**src/sv/mtfq_pkg.sv**
```systemverilog
// Shared types and constants for the move-to-front service queue.
package mtfq_pkg;

    // Widths fixed by the transaction fields
    localparam int ID_W     = 32;
    localparam int ACTION_W = 2;
    localparam int STATUS_W = 2;
    localparam int DATA_W   = 32;
    localparam int ADDR_W   = 2;

    // Cells per group in the match scan
    localparam int GRP_SIZE = 32;

    // Action codes
    localparam logic [ACTION_W-1:0] ACT_SERVE    = 2'd0;
    localparam logic [ACTION_W-1:0] ACT_EXPEDITE = 2'd1;
    localparam logic [ACTION_W-1:0] ACT_RESTART  = 2'd2;

    // Status codes
    localparam logic [STATUS_W-1:0] STAT_SERVED = 2'd0;
    localparam logic [STATUS_W-1:0] STAT_DONE   = 2'd1;
    localparam logic [STATUS_W-1:0] STAT_EMPTY  = 2'd2;

    // Register byte addresses
    localparam logic [ADDR_W-1:0] ADDR_POPULATION = 2'd0;

    // Broadcast controls for every cell of the chain
    typedef struct packed {
        logic serve;     // rotate front to the back of the list
        logic expedite;  // apply the move-to-front shift
        logic restart;   // reload ids 1..n
        logic found;     // expedited id is present in the list
    } cell_ctl_t;

endpackage

```
**src/sv/mtfq_cell.sv**
```systemverilog
// One list position: holds an id, compares it and takes data from its neighbors.
module mtfq_cell #(
    parameter int CELL_IDX = 0,
    parameter int LEN_W    = 11
) (
    input  logic                      clk,
    input  mtfq_pkg::cell_ctl_t       ctl,
    input  logic [LEN_W-1:0]          len,
    input  logic [LEN_W-1:0]          fill_count,
    input  logic [mtfq_pkg::ID_W-1:0] pid,
    input  logic [mtfq_pkg::ID_W-1:0] prev_id,
    input  logic [mtfq_pkg::ID_W-1:0] next_id,
    input  logic [mtfq_pkg::ID_W-1:0] front_id,
    input  logic                      earlier,
    output logic [mtfq_pkg::ID_W-1:0] id,
    output logic                      match
);

    localparam logic [LEN_W-1:0]          POS      = LEN_W'(CELL_IDX);
    localparam logic [LEN_W-1:0]          POS1     = LEN_W'(CELL_IDX + 1);
    localparam logic [mtfq_pkg::ID_W-1:0] LOAD_VAL = mtfq_pkg::ID_W'(CELL_IDX + 1);

    logic [mtfq_pkg::ID_W-1:0] id_reg;
    logic [mtfq_pkg::ID_W-1:0] id_next;
    logic                      match_reg;
    logic                      match_next;

    // Select the next id from the neighbors, the front entry, the search id or the reload value
    always_comb
    begin
        id_next = id_reg;
        priority if (ctl.serve)
        begin
            if (POS1 < len)
            begin
                id_next = next_id;
            end
            else if (POS1 == len)
            begin
                id_next = front_id;
            end
        end
        else if (ctl.expedite)
        begin
            if (CELL_IDX == 0)
            begin
                id_next = pid;
            end
            else if (!earlier && (ctl.found || POS <= len))
            begin
                id_next = prev_id;
            end
        end
        else if (ctl.restart)
        begin
            if (POS < fill_count)
            begin
                id_next = LOAD_VAL;
            end
        end
        else
        begin
            id_next = id_reg;
        end
    end

    // Compare against the id under search, valid entries only
    assign match_next = (id_reg == pid) && (POS < len);

    always_ff @(posedge clk)
    begin
        id_reg    <= id_next;
        match_reg <= match_next;
    end

    assign id    = id_reg;
    assign match = match_reg;

endmodule

```
**config.mk**
```make
export PLATFORM = sky130hd
export DESIGN_NAME = mtfq_cell
export DESIGN_NICKNAME = d
export VERILOG_FILES = /design/src/sv/mtfq_pkg.sv /design/src/sv/mtfq_cell.sv
export SDC_FILE = /design/constraint.sdc
export NUM_CORES = 1
export LEC_CHECK = 0
export ABC_AREA = 1
export BUFFER_PORTS_ARGS = -buffer_cell sky130_fd_sc_hd__buf_4
export CAP_MARGIN = 10
export CORE_ASPECT_RATIO = 1.4
export CORE_MARGIN = 2
export CORE_UTILIZATION = 44
export DETAILED_ROUTE_END_ITERATION = 7
export HOLD_SLACK_MARGIN = 0.03
export PLACE_DENSITY = 0.83
export SYNTH_ARGS = -nofsm -noshare
export SYNTH_HDL_FRONTEND = slang
export SYNTH_SLANG_ARGS = --single-unit
```
**constraint.sdc**
```tcl
create_clock -name clk -period 6 [get_ports clk]
set_input_delay 1.2 -clock clk [delete_from_list [all_inputs] [get_ports clk]]
set_output_delay 1.2 -clock clk [all_outputs]
set_load 0.005 [all_outputs]
```
==> results by group, run 1 <==
Run status
  • Outcome: complete, no violations

Die
  • Total I/O pin count: between 150 and 200
  • Row cnt: 32
  • Die area: 6282 um^2
  • Core area: around 5500 um^2
  • Die Ht: 92.99 um
  • Starting Density: a little under half
  • Die W: between 60 and 70 um

Route
  • DRC: 0
  • DR iter-0 viols: 144
  • Post-DRT Antenna Nets: 0
  • First drt pass iteration count: 5
  • Vias: 2720
  • Final wirelength: 7314 um
  • Post-DR vias/cell: about 4.8
  • WL/cell: 12.81 um

Synthesis
  • Register bit total from synthesis: 33
  • Syn nets: 508
  • Average cell area after synthesis: approximately 7.1 um^2
  • Mapped Area: 2489 um^2
  • Post-synthesis sequential area ratio: 39.42%
  • Cells after Synth: 352
  • Synth cell types: 19
  • Synth warnings: 0

Flow run
  • Total of max-cap violations: 0

Clock tree
  • H-tree levels: 2
  • Post-CTS sizing: 0
  • Sink Count: 33
  • Post-CTS setup buffers: 0
  • Worst skew pair latency: 280 ps
  • TritonCTS clock tree: yes
  • Clock root cell: clkbuf_8
  • Clock Path Buffers: 2
  • Worst-path clk slew: 70 ps
  • CTS buffer count: 5
  • CTS Hold Buffers Added: 0

Setup path
  • WP data required: 6020 ps
  • CP peak stage delay: around 600 ps
  • Crit path max-delay family: simple AND/OR/NAND/NOR gates
  • Buf+Inv Stages, Crit Path: 3
  • CP most frequent cell: buf_4
  • CP cell instances: buf_4 > nor2_1 > nand3_1 > nor2_4 > buf_4 > nand2_1 > nand2_1 > nand3b_1 > buf_4
  • WS Path Type: in2reg
  • Worst r2r src: id[13]$_DFFE_PP_
  • Startpoint Class: input pin
  • Critical path fanouts, max: 65
  • Worst path depth: 9
  • Critical path endpoint category: flip-flop
  • R2R depth: 7
  • Critical-path top delay cell: nand3b_1
  • CP Launch Point: len[5]
  • Worst Path Arrival: 3520 ps

Layout
  • Max FFs per register: 32
  • Finished Layout Cells: 571
  • Area grow syn2layout: 50.83%
  • ANT cells: 0
  • Share of cells above drive strength 1: 34.99%
  • Nets@finish: between 600 and 700

Placement
  • Inst Count DP: between 500 and 600
  • Gpl congestion: 0.8375
  • Port Buffer Count: 154
  • Final HPWL DP: ~5800 um

STA
  • Slew headroom: 41.59%
  • Final setup fails: 0
  • Fin crit period: 3508 ps
  • Worst slew pin tran: approximately 870 ps
  • Hold WS: 746.6 ps
  • Final hold violation count: 0
  • Final Slew Violations: 0
  • Maximum clock rate: about 290 MHz
  • Clock skew: 5.434 ps
  • Fin Setup TNS: 0 ps
  • Final period util: 58.47%
  • RSZ-0062 raised after global routing: false

Pwr
  • Leak pwr: 1.998 nW
  • Power Dens Cells: 179.6 nW/um^2
  • Max VDD drop: approximately 0.00013 V
  • Total power: just under 0.7 mW

Global route
  • Initial antenna violation count: 0
  • Grt ovf: 0
  • First-pass GRT wire length: about 11000 um
  • Vias in the first global route: 2606
  • Largest net degree at the start of global routing: between 60 and 70
  • All-Layer GR Usage: 23.45%

Hold path
  • Worst hold path class: reg2reg
  • Hold Path Depth: 7
  • Hold wc startpoint: id[23]$_DFFE_PP_
-- worst reg2reg max path, cell delays in order (launching register included) --
cell and delay, ps:
edfxtp_1 430, nor2_1 110, nor2_1 50, nor2_1 120
nand2_1 70, nor2_1 160, nand2_1 80, nor2_1 90
-- cell families after synthesis --
kind of cell	Yosys count	share of synthesized area, %
compound gates	33	11.81
flops	33	39.42
xor+xnor	16	5.631
buf+inv	76	13.32
simple gates	194	29.81
-- cells in the mapped netlist, drive strengths merged --
library cell / number / area [um^2]
or2: 1 / 6.260
dfxtp: 1 / 20.02
nand3b: 1 / 7.510
a31oi: 1 / 6.260
xor2: 16 / 140.1
buf: 13 / 95.08
nor4: 1 / 6.260
edfxtp: 32 / 960.9
clkbuf: 1 / 3.750
nand2: 148 / 555.5
o211ai: 31 / 282.8
inv: 62 / 232.7
o21ai: 1 / 5.000
nand3: 2 / 10.01
nor3: 2 / 10.01
nor2: 39 / 146.4
-- placed cells by master (no fill, tap or decap) --
cell type  synthesis  routed
inv_1             62      62
nor3_1             2       2
clkbuf_1           1       2
nor2_4             0       1
nor2_1            39      37
nor2_2             0       1
xor2_1            16      16
a31oi_1            1       1
dfxtp_1            1       1
buf_4              2     157
o211ai_2          10      10
o21ai_0            1       1
nor4_1             1       1
or2_2              1       1
nand3_1            2       2
edfxtp_1          32      32
o211ai_1          21      21
clkbuf_8           0       6
nand3b_1           1       1
nand2_1          148     148
-- worst paths after layout --
path                      endpoint  slack, ps
setup / recovery  id[11]$_DFFE_PP_       2490
hold / removal       match$_DFF_P_        750
setup reg to reg     match$_DFF_P_       4850
hold reg to reg      match$_DFF_P_        750
-- per-stage QoR --
step	utilization (%)	worst slack, ps	cell area [um^2]
floorplan	-	2942	2489
CTS	68.43	2479	3754
finish	68.43	2492	3754
detailed placement	66.79	2178	3664
global route	68.43	2280	3754
global placement	66.79	2196	3664
-- power breakdown --
group	internal, mW	total, mW	leakage, nW	switching [mW]
registers	0.286	0.307	0.339	0.0205
clock network	0.0935	0.170	0.0455	0.0768
logic	0.114	0.197	1.61	0.0829
-- routing by layer --
layer | up-vias | GRT usage, % | share of wire, %
met5 | - | 0 | 0
met3 | 13 | 4.934 | 5.9
met2 | 94 | 44.53 | 56
met4 | 0 | 7.653 | 2.1
met1 | 1224 | 24.49 | 36
li1 | 1389 | - | -
-- area by class of cell --
class                           count  area, um^2
Multi-Input combinational cell    243        1186
Sequential cell                    33       980.9
Tap cell                           68       85.08
Timing Repair Buffer              157        1179
Fill cell                         493        1732
Clock buffer                        8       90.09
Inverter                           62       232.7
Note: power is estimated with default switching activity, not from simulation.
==> run 2, diff against run 1 <==
- CORE_UTILIZATION: 44 -> 37
- PLACE_DENSITY: 0.83 -> 0.74
- clock period: 6 -> 2.8 ns (I/O delays scaled with it)
==> run 2 against run 1 <==
Sequential share of layout area about the same; via count decreased by 4.3%; final cell count increased by 1.2%; setup slack got worse by 1300 ps; register-to-register slack got worse by 3200 ps; clock-buffer cell count unchanged; sequential power increased by 110%; flip-flop and latch count unchanged; critical endpoint is now id[29]$_DFFE_PP_.
==> results by group, run 2 (synthesized netlist as in run 1, its figures left out) <==
Run status
  • Outcome: complete, no violations

Layout
  • Nets@finish: 659 (+0.15%)
  • Cell area after layout: 3759 um^2 (+0.13%)
  • Fin util: 57.22% (-11 points)
  • Commonest non-fill, non-tap cell in the layout: buf_4
  • Share of cells above drive strength 1: 34.92% (-0.069 points)
  • Finished Layout Cells: 578 (+1.2%)
  • Most frequent cells in the layout: 158 x buf_4, 148 x nand2_1, 62 x inv_1
  • Area grow syn2layout: 51.03%
  • ANT cells: 0 (unchanged)
  • Max FFs per register: 32 (unchanged)

Die
  • Core area: 6569 um^2 (+20%)
  • Die W: 73.32 um (+8.5%)
  • Die area: 7408 um^2 (+18%)
  • Row cnt: 35 (+9.4%)
  • Total I/O pin count: 189 (unchanged)
  • Starting Density: 37.89% (-7.5 points)
  • Die Ht: 101.0 um (+8.7%)

Clock tree
  • Worst skew pair latency: 280 ps (about the same)
  • TritonCTS clock tree: yes
  • CTS Hold Buffers Added: 0 (unchanged)
  • Post-CTS setup buffers: 0 (unchanged)
  • Sink Count: 33 (unchanged)
  • H-tree levels: 2 (unchanged)
  • Worst-path clk slew: 70 ps (about the same)
  • Post-CTS sizing: 0 (unchanged)
  • CTS buffer count: 5 (unchanged)
  • Clock Path Buffers: 2 (unchanged)
  • Clock root cell: clkbuf_8

Pwr
  • Switch Pwr: 0.3785 mW (+110%)
  • Total power: 1.413 mW (+110%)
  • P_int: 1.034 mW (+110%)
  • Comb pwr share: 29.6% (+0.4 points)
  • Leak pwr: 1.997 nW (about the same)
  • Flop pwr share: 46.3% (+0.8 points)
  • Clock group share of total power: 24.1% (-1.2 points)
  • Power Dens Cells: 375.9 nW/um^2 (+110%)
  • Sw frac: 26.79% (+0.061 points)
  • Max VDD drop: 0.0002287 V (+71%)

Placement
  • Port Buffer Count: 154 (unchanged)
  • Gpl congestion: 0.7684 (-8.3%)
  • Inst Count DP: 570 (+1.2%)
  • Worst slack, placed: 859.3 ps (-1319 ps)
  • Final HPWL DP: 5517 um (-4.1%)
  • Placed Area: 3679 um^2 (+0.41%)

STA
  • Setup slack after layout: 1159 ps (-1332 ps)
  • Worst slew pin tran: 443.1 ps (-430.4 ps)
  • Clock skew: 5.723 ps (+0.2889 ps)
  • Slew headroom: 70.46% (+29 points)
  • Fin crit period: 1641 ps
  • Final Slew Violations: 0 (unchanged)
  • Hold WS: 568.3 ps (-178.4 ps)
  • Final setup fails: 0 (unchanged)
  • Fin Setup TNS: 0 ps (unchanged)
  • Final hold violation count: 0 (unchanged)
  • Final period util: 58.60%
  • RSZ-0062 raised after global routing: false
  • Maximum clock rate: 609.5 MHz

Route
  • WL/cell: 11.99 um (-6.4%)
  • First drt pass iteration count: 4 (-1)
  • DRC: 0 (unchanged)
  • DR iter-0 viols: 76 (-47%)
  • Post-DR vias/cell: 4.503 (-5.5%)
  • Final wirelength: 6929 um (-5.3%)
  • Vias: 2603 (-4.3%)
  • Post-DRT Antenna Nets: 0 (unchanged)

Setup path
  • Worst Path Arrival: 1630 ps (-1890 ps)
  • Startpoint Class: input pin
  • WS Path Type: in2reg
  • Critical-path top delay cell: or2_2
  • CP cell instances: buf_4 > or2_2 > nor3_1 > nand2_1 > nand2_1 > nand3b_1 > buf_4
  • WP data required: 2780 ps (-3240 ps)
  • Critical path endpoint category: flip-flop
  • Worst r2r src: id[13]$_DFFE_PP_
  • Buf+Inv Stages, Crit Path: 2 (-1)
  • CP Launch Point: fill_count[1]
  • Critical path fanouts, max: 32 (-51%)
  • CP peak stage delay: 280 ps (-320 ps)
  • Crit path max-delay family: simple AND/OR/NAND/NOR gates

Flow run
  • Total of max-cap violations: 0 (unchanged)

Global route
  • Initial antenna violation count: 0 (unchanged)
  • Vias in the first global route: 2472 (-5.1%)
  • Grt ovf: 0 (unchanged)
  • First-pass GRT wire length: 10690 um (-4.9%)
  • Largest net degree at the start of global routing: 37 (-44%)
  • All-Layer GR Usage: 18.31% (-5.1 points)

Hold path
  • Hold wc startpoint: pid[26]
  • Worst hold path class: in2reg
-- run 2: cell types whose count changed in the layout (fill, tap and decap cells not counted), sizes merged --
cell,change
buf,+1
-- run 2: path summary, 6_finish.rpt --
check,endpoint,slack [ps],cells past startpoint
worst min-delay path,id[26]$_DFFE_PP_,570,3
worst max register to register,match$_DFF_P_,1620,7
worst max-delay path,id[29]$_DFFE_PP_,1160,7
worst min register to register,match$_DFF_P_,750,7
-- run 2: layout make-up --
cell class,count,area [um^2]
fill,654,2810
multi-input combinational,243,1186
timing repair buffer,158,1186
sequential,33,980.9
inverter,62,232.7
tap,74,92.59
clock buffer,8,80.08
-- run 2: worst reg2reg max path, cell delays in order, from the launching register on --
cell and delay (ps):
edfxtp_1 420, nor2_1 110, nor2_1 50, nor2_1 130, nand2_1 70, nor2_1 170
nand2_1 80, nor2_1 100
-- run 2: routing by layer --
metal  part of all wire (%)  track usage [%]  vias up
met5                      0                0        -
met4                   0.49            4.196        0
met3                    5.1            2.800        2
met2                     55            35.62       85
met1                     39            20.25     1128
li1                       -                -     1388
-- run 2: power by group through the flow --
stage | combinational, mW | sequential (mW) | clock [mW]
after floorplan | 0.153 | 0.667 | 0
after global placement | 0.419 | 0.661 | 0
after detailed placement | 0.425 | 0.665 | 0
after CTS | 0.427 | 0.655 | 0.360
after global routing | 0.466 | 0.661 | 0.379
final | 0.419 | 0.654 | 0.340
==> run 3, diff against run 2 <==
- ABC_AREA: 1 -> 0
- CORE_UTILIZATION: 37 -> 35
- clock period: 2.8 -> 1.5 ns (I/O delays scaled with it)
==> run 3 against run 2 <==
The flow now finishes with violations (negative setup slack); hold slack lost 250 ps; setup slack worse by 1200 ps; non-clock buffer count up 8; area after synthesis fell by 11%; sequential power rose by 80%; flip-flop and latch count unchanged; global-route usage is 0.49 points higher; critical path depth fell by 1; critical path type unchanged.
==> results by group, run 3 <==
Run status
  • Outcome: complete, but fails checks
  • Failing checks: negative setup slack

STA
  • Fin Setup TNS: -1.415 ps (-1.415 ps)
  • Final period util: 100.1%
  • Clock skew: 5.128 ps (-0.5947 ps)
  • Worst slew pin tran: 325.9 ps (-117.1 ps)
  • Final setup fails: 1 (+1)
  • Fin crit period: around 1500 ps
  • Slew headroom: 78.09% (+7.6 points)
  • Maximum clock rate: ~670 MHz
  • Final hold violation count: 0 (unchanged)
  • Final Slew Violations: 0 (unchanged)
  • RSZ-0062 raised after global routing: true
  • Setup slack after layout: -1.415 ps (-1161 ps)

Route
  • DRC: 0 (unchanged)
  • DR iter-0 viols: 67 (-12%)
  • Post-DR vias/cell: 5.040 (+12%)
  • Post-DRT Antenna Nets: 0 (unchanged)
  • Final wirelength: 6641 um (-4.2%)
  • Vias: 2016 (-23%)
  • First drt pass iteration count: 4 (unchanged)
  • WL/cell: 16.60 um (+38%)

Synthesis
  • Adder-cell share of the synthesized area: 0% (unchanged)
  • Post-synthesis sequential area ratio: 44.44% (+5.0 points)
  • Mapped Area: 2207 um^2 (-11%)
  • Top post-synthesis cells by area: edfxtp_1 44%, mux2_4 18%, xor2_1 13%
  • Compound-Gate Fraction of Synth Area: 12.70% (+0.88 points)
  • Synth cell types: 19 (unchanged)
  • Main combinational cell family by area after synthesis: multiplexers
  • Synth warnings: 0 (unchanged)
  • Post-synth top area share: 43.54% (+4.9 points)
  • Number of synthesized flops with an enable pin: 32 (unchanged)
  • Synth Area in Simple Gates: 6.179% (-24 points)
  • Cells after Synth: 164 (-53%)
  • Cell taking the most area after synthesis: edfxtp_1
  • Syn nets: 320 (-37%)
  • Register bit total from synthesis: 33 (unchanged)
  • Average cell area after synthesis: 13.46 um^2 (+90%)
  • Asr flop ratio synth: 0% (unchanged)
  • Post-synthesis xor/xnor area fraction: 12.70% (+7.1 points)
  • Post-synth top cells: 32 x edfxtp_1, 32 x xor2_1, 30 x a22o_1, 27 x mux2_4, 12 x nor4_1
  • Mux cell area share after synthesis: 21.26% (+21 points)
  • Top FF cell, synth: edfxtp_1

Clock tree
  • Clock root cell: clkbuf_8
  • Clock Path Buffers: 2 (unchanged)
  • Sink Count: 33 (unchanged)
  • CTS Hold Buffers Added: 0 (unchanged)
  • Post-CTS setup buffers: 0 (unchanged)
  • Worst-path clk slew: 70 ps (about the same)
  • TritonCTS clock tree: yes
  • H-tree levels: 2 (unchanged)
  • CTS buffer count: 5 (unchanged)
  • Worst skew pair latency: 280 ps (about the same)

Setup path
  • R2r setup slk: 110 ps (-1510 ps)
  • Critical path endpoint category: flip-flop
  • WP data required: 1540 ps (-1240 ps)
  • Startpoint Class: input pin
  • CP Launch Point: len[10]
  • Critical path fanouts, max: 18 (-44%)
  • Worst Path Arrival: 1540 ps (-90 ps)
  • WS Path Type: in2reg
  • Worst r2r src: id[14]$_DFFE_PP_

Die
  • Die Ht: 97.96 um (-3.0%)
  • Core area: 6168 um^2 (-6.1%)
  • Total I/O pin count: 189 (unchanged)
  • Starting Density: 35.78% (-2.1 points)
  • Die area: 6966 um^2 (-6.0%)
  • Die W: 71.12 um (-3.0%)
  • Row cnt: 34 (-2.9%)

Global route
  • Largest net degree at the start of global routing: 25 (-32%)
  • Grt ovf: 0 (unchanged)
  • Initial antenna violation count: 0 (unchanged)
  • All-Layer GR Usage: 18.80% (+0.49 points)
  • First-pass GRT wire length: 10140 um (-5.2%)
  • Vias in the first global route: 2158 (-13%)

Layout
  • Fillcell total: 515 (-21%)
  • ANT cells: 0 (unchanged)
  • Max FFs per register: 32 (unchanged)
  • FF/Latch Area: 980.9 um^2 (unchanged)
  • Commonest non-fill, non-tap cell in the layout: buf_4
  • Area grow syn2layout: 67.86%
  • Most frequent cells in the layout: 158 x buf_4, 32 x xor2_1, 32 x edfxtp_1
  • Share of cells above drive strength 1: 64.63% (+30 points)
  • Fin util: 60.06% (+2.8 points)
  • Nets@finish: 483 (-27%)
  • Finished Layout Cells: 400 (-31%)
  • Area of the multi-input gates: 1240 um^2 (+4.5%)

Placement
  • Worst slack, placed: -333.0 ps (-1192 ps)
  • Final HPWL DP: 5408 um (-2.0%)
  • Inst Count DP: 392 (-31%)
  • Gpl congestion: 0.7511 (-2.3%)
  • Port Buffer Count: 154 (unchanged)

Pwr
  • Power Dens Cells: 700.0 nW/um^2 (+86%)
  • Max VDD drop: 0.0003415 V (+49%)
  • Leak pwr: 1.833 nW (-8.2%)

Hold path
  • Hold wc startpoint: pid[3]
  • Worst hold path class: in2reg

Flow run
  • Total of max-cap violations: 0 (unchanged)
## run 3: worst paths after layout
path	end	cells after the start
setup / recovery	id[25]$_DFFE_PP_	6
hold / removal	id[3]$_DFFE_PP_	2
setup reg to reg	match$_DFF_P_	5
hold reg to reg	match$_DFF_P_	4
## run 3: metal layers
layer	track usage (%)	part of all wire, %
met1	20.35	37
met2	35.73	56
met3	3.199	5.4
met4	6.821	1.9
met5	0	0
## run 3: kinds of logic after synthesis
| family | Yosys count |
|---|---|
| flops | 33 |
| xor+xnor | 32 |
| buf+inv | 10 |
| simple gates | 23 |
| mux | 33 |
| compound gates | 33 |
## run 3: repair_timing
item | CTS | global route
resized for setup | 3 | 3
hold endpoints to repair | 0 | 0
pin swaps | 0 | 2
setup endpoints to repair | 16 | 30
## run 3: critical path, cell delays in order
cell and delay [ps]:
buf_6 90, nor4_4 320, nand3_4 140, buf_12 190
mux2_4 300, a22o_1 180
## run 3: where the power goes
part	switching, mW	internal [mW]
Clock	0.330	0.322
Sequential	0.0619	1.12
Combinational	0.269	0.490
## run 3: per-stage QoR
stage	area (um^2)	power (mW)	hold WS (ps)
2_1_floorplan	2281	1.458	503.6
3_3_place_gp	3595	1.938	609.1
3_5_place_dp	3595	1.955	614.7
4_1_cts	3689	2.616	313.6
5_1_grt	3705	2.713	318.9
6_report	3705	2.593	323.3
## run 3: layout make-up
type	count	share of cell area (%)
Clock buffer	6	1.959
Clock inverter	2	0.2702
Multi-Input combinational cell	121	33.47
Sequential cell	33	26.48
Tap cell	72	2.432
Timing Repair Buffer	166	35.39
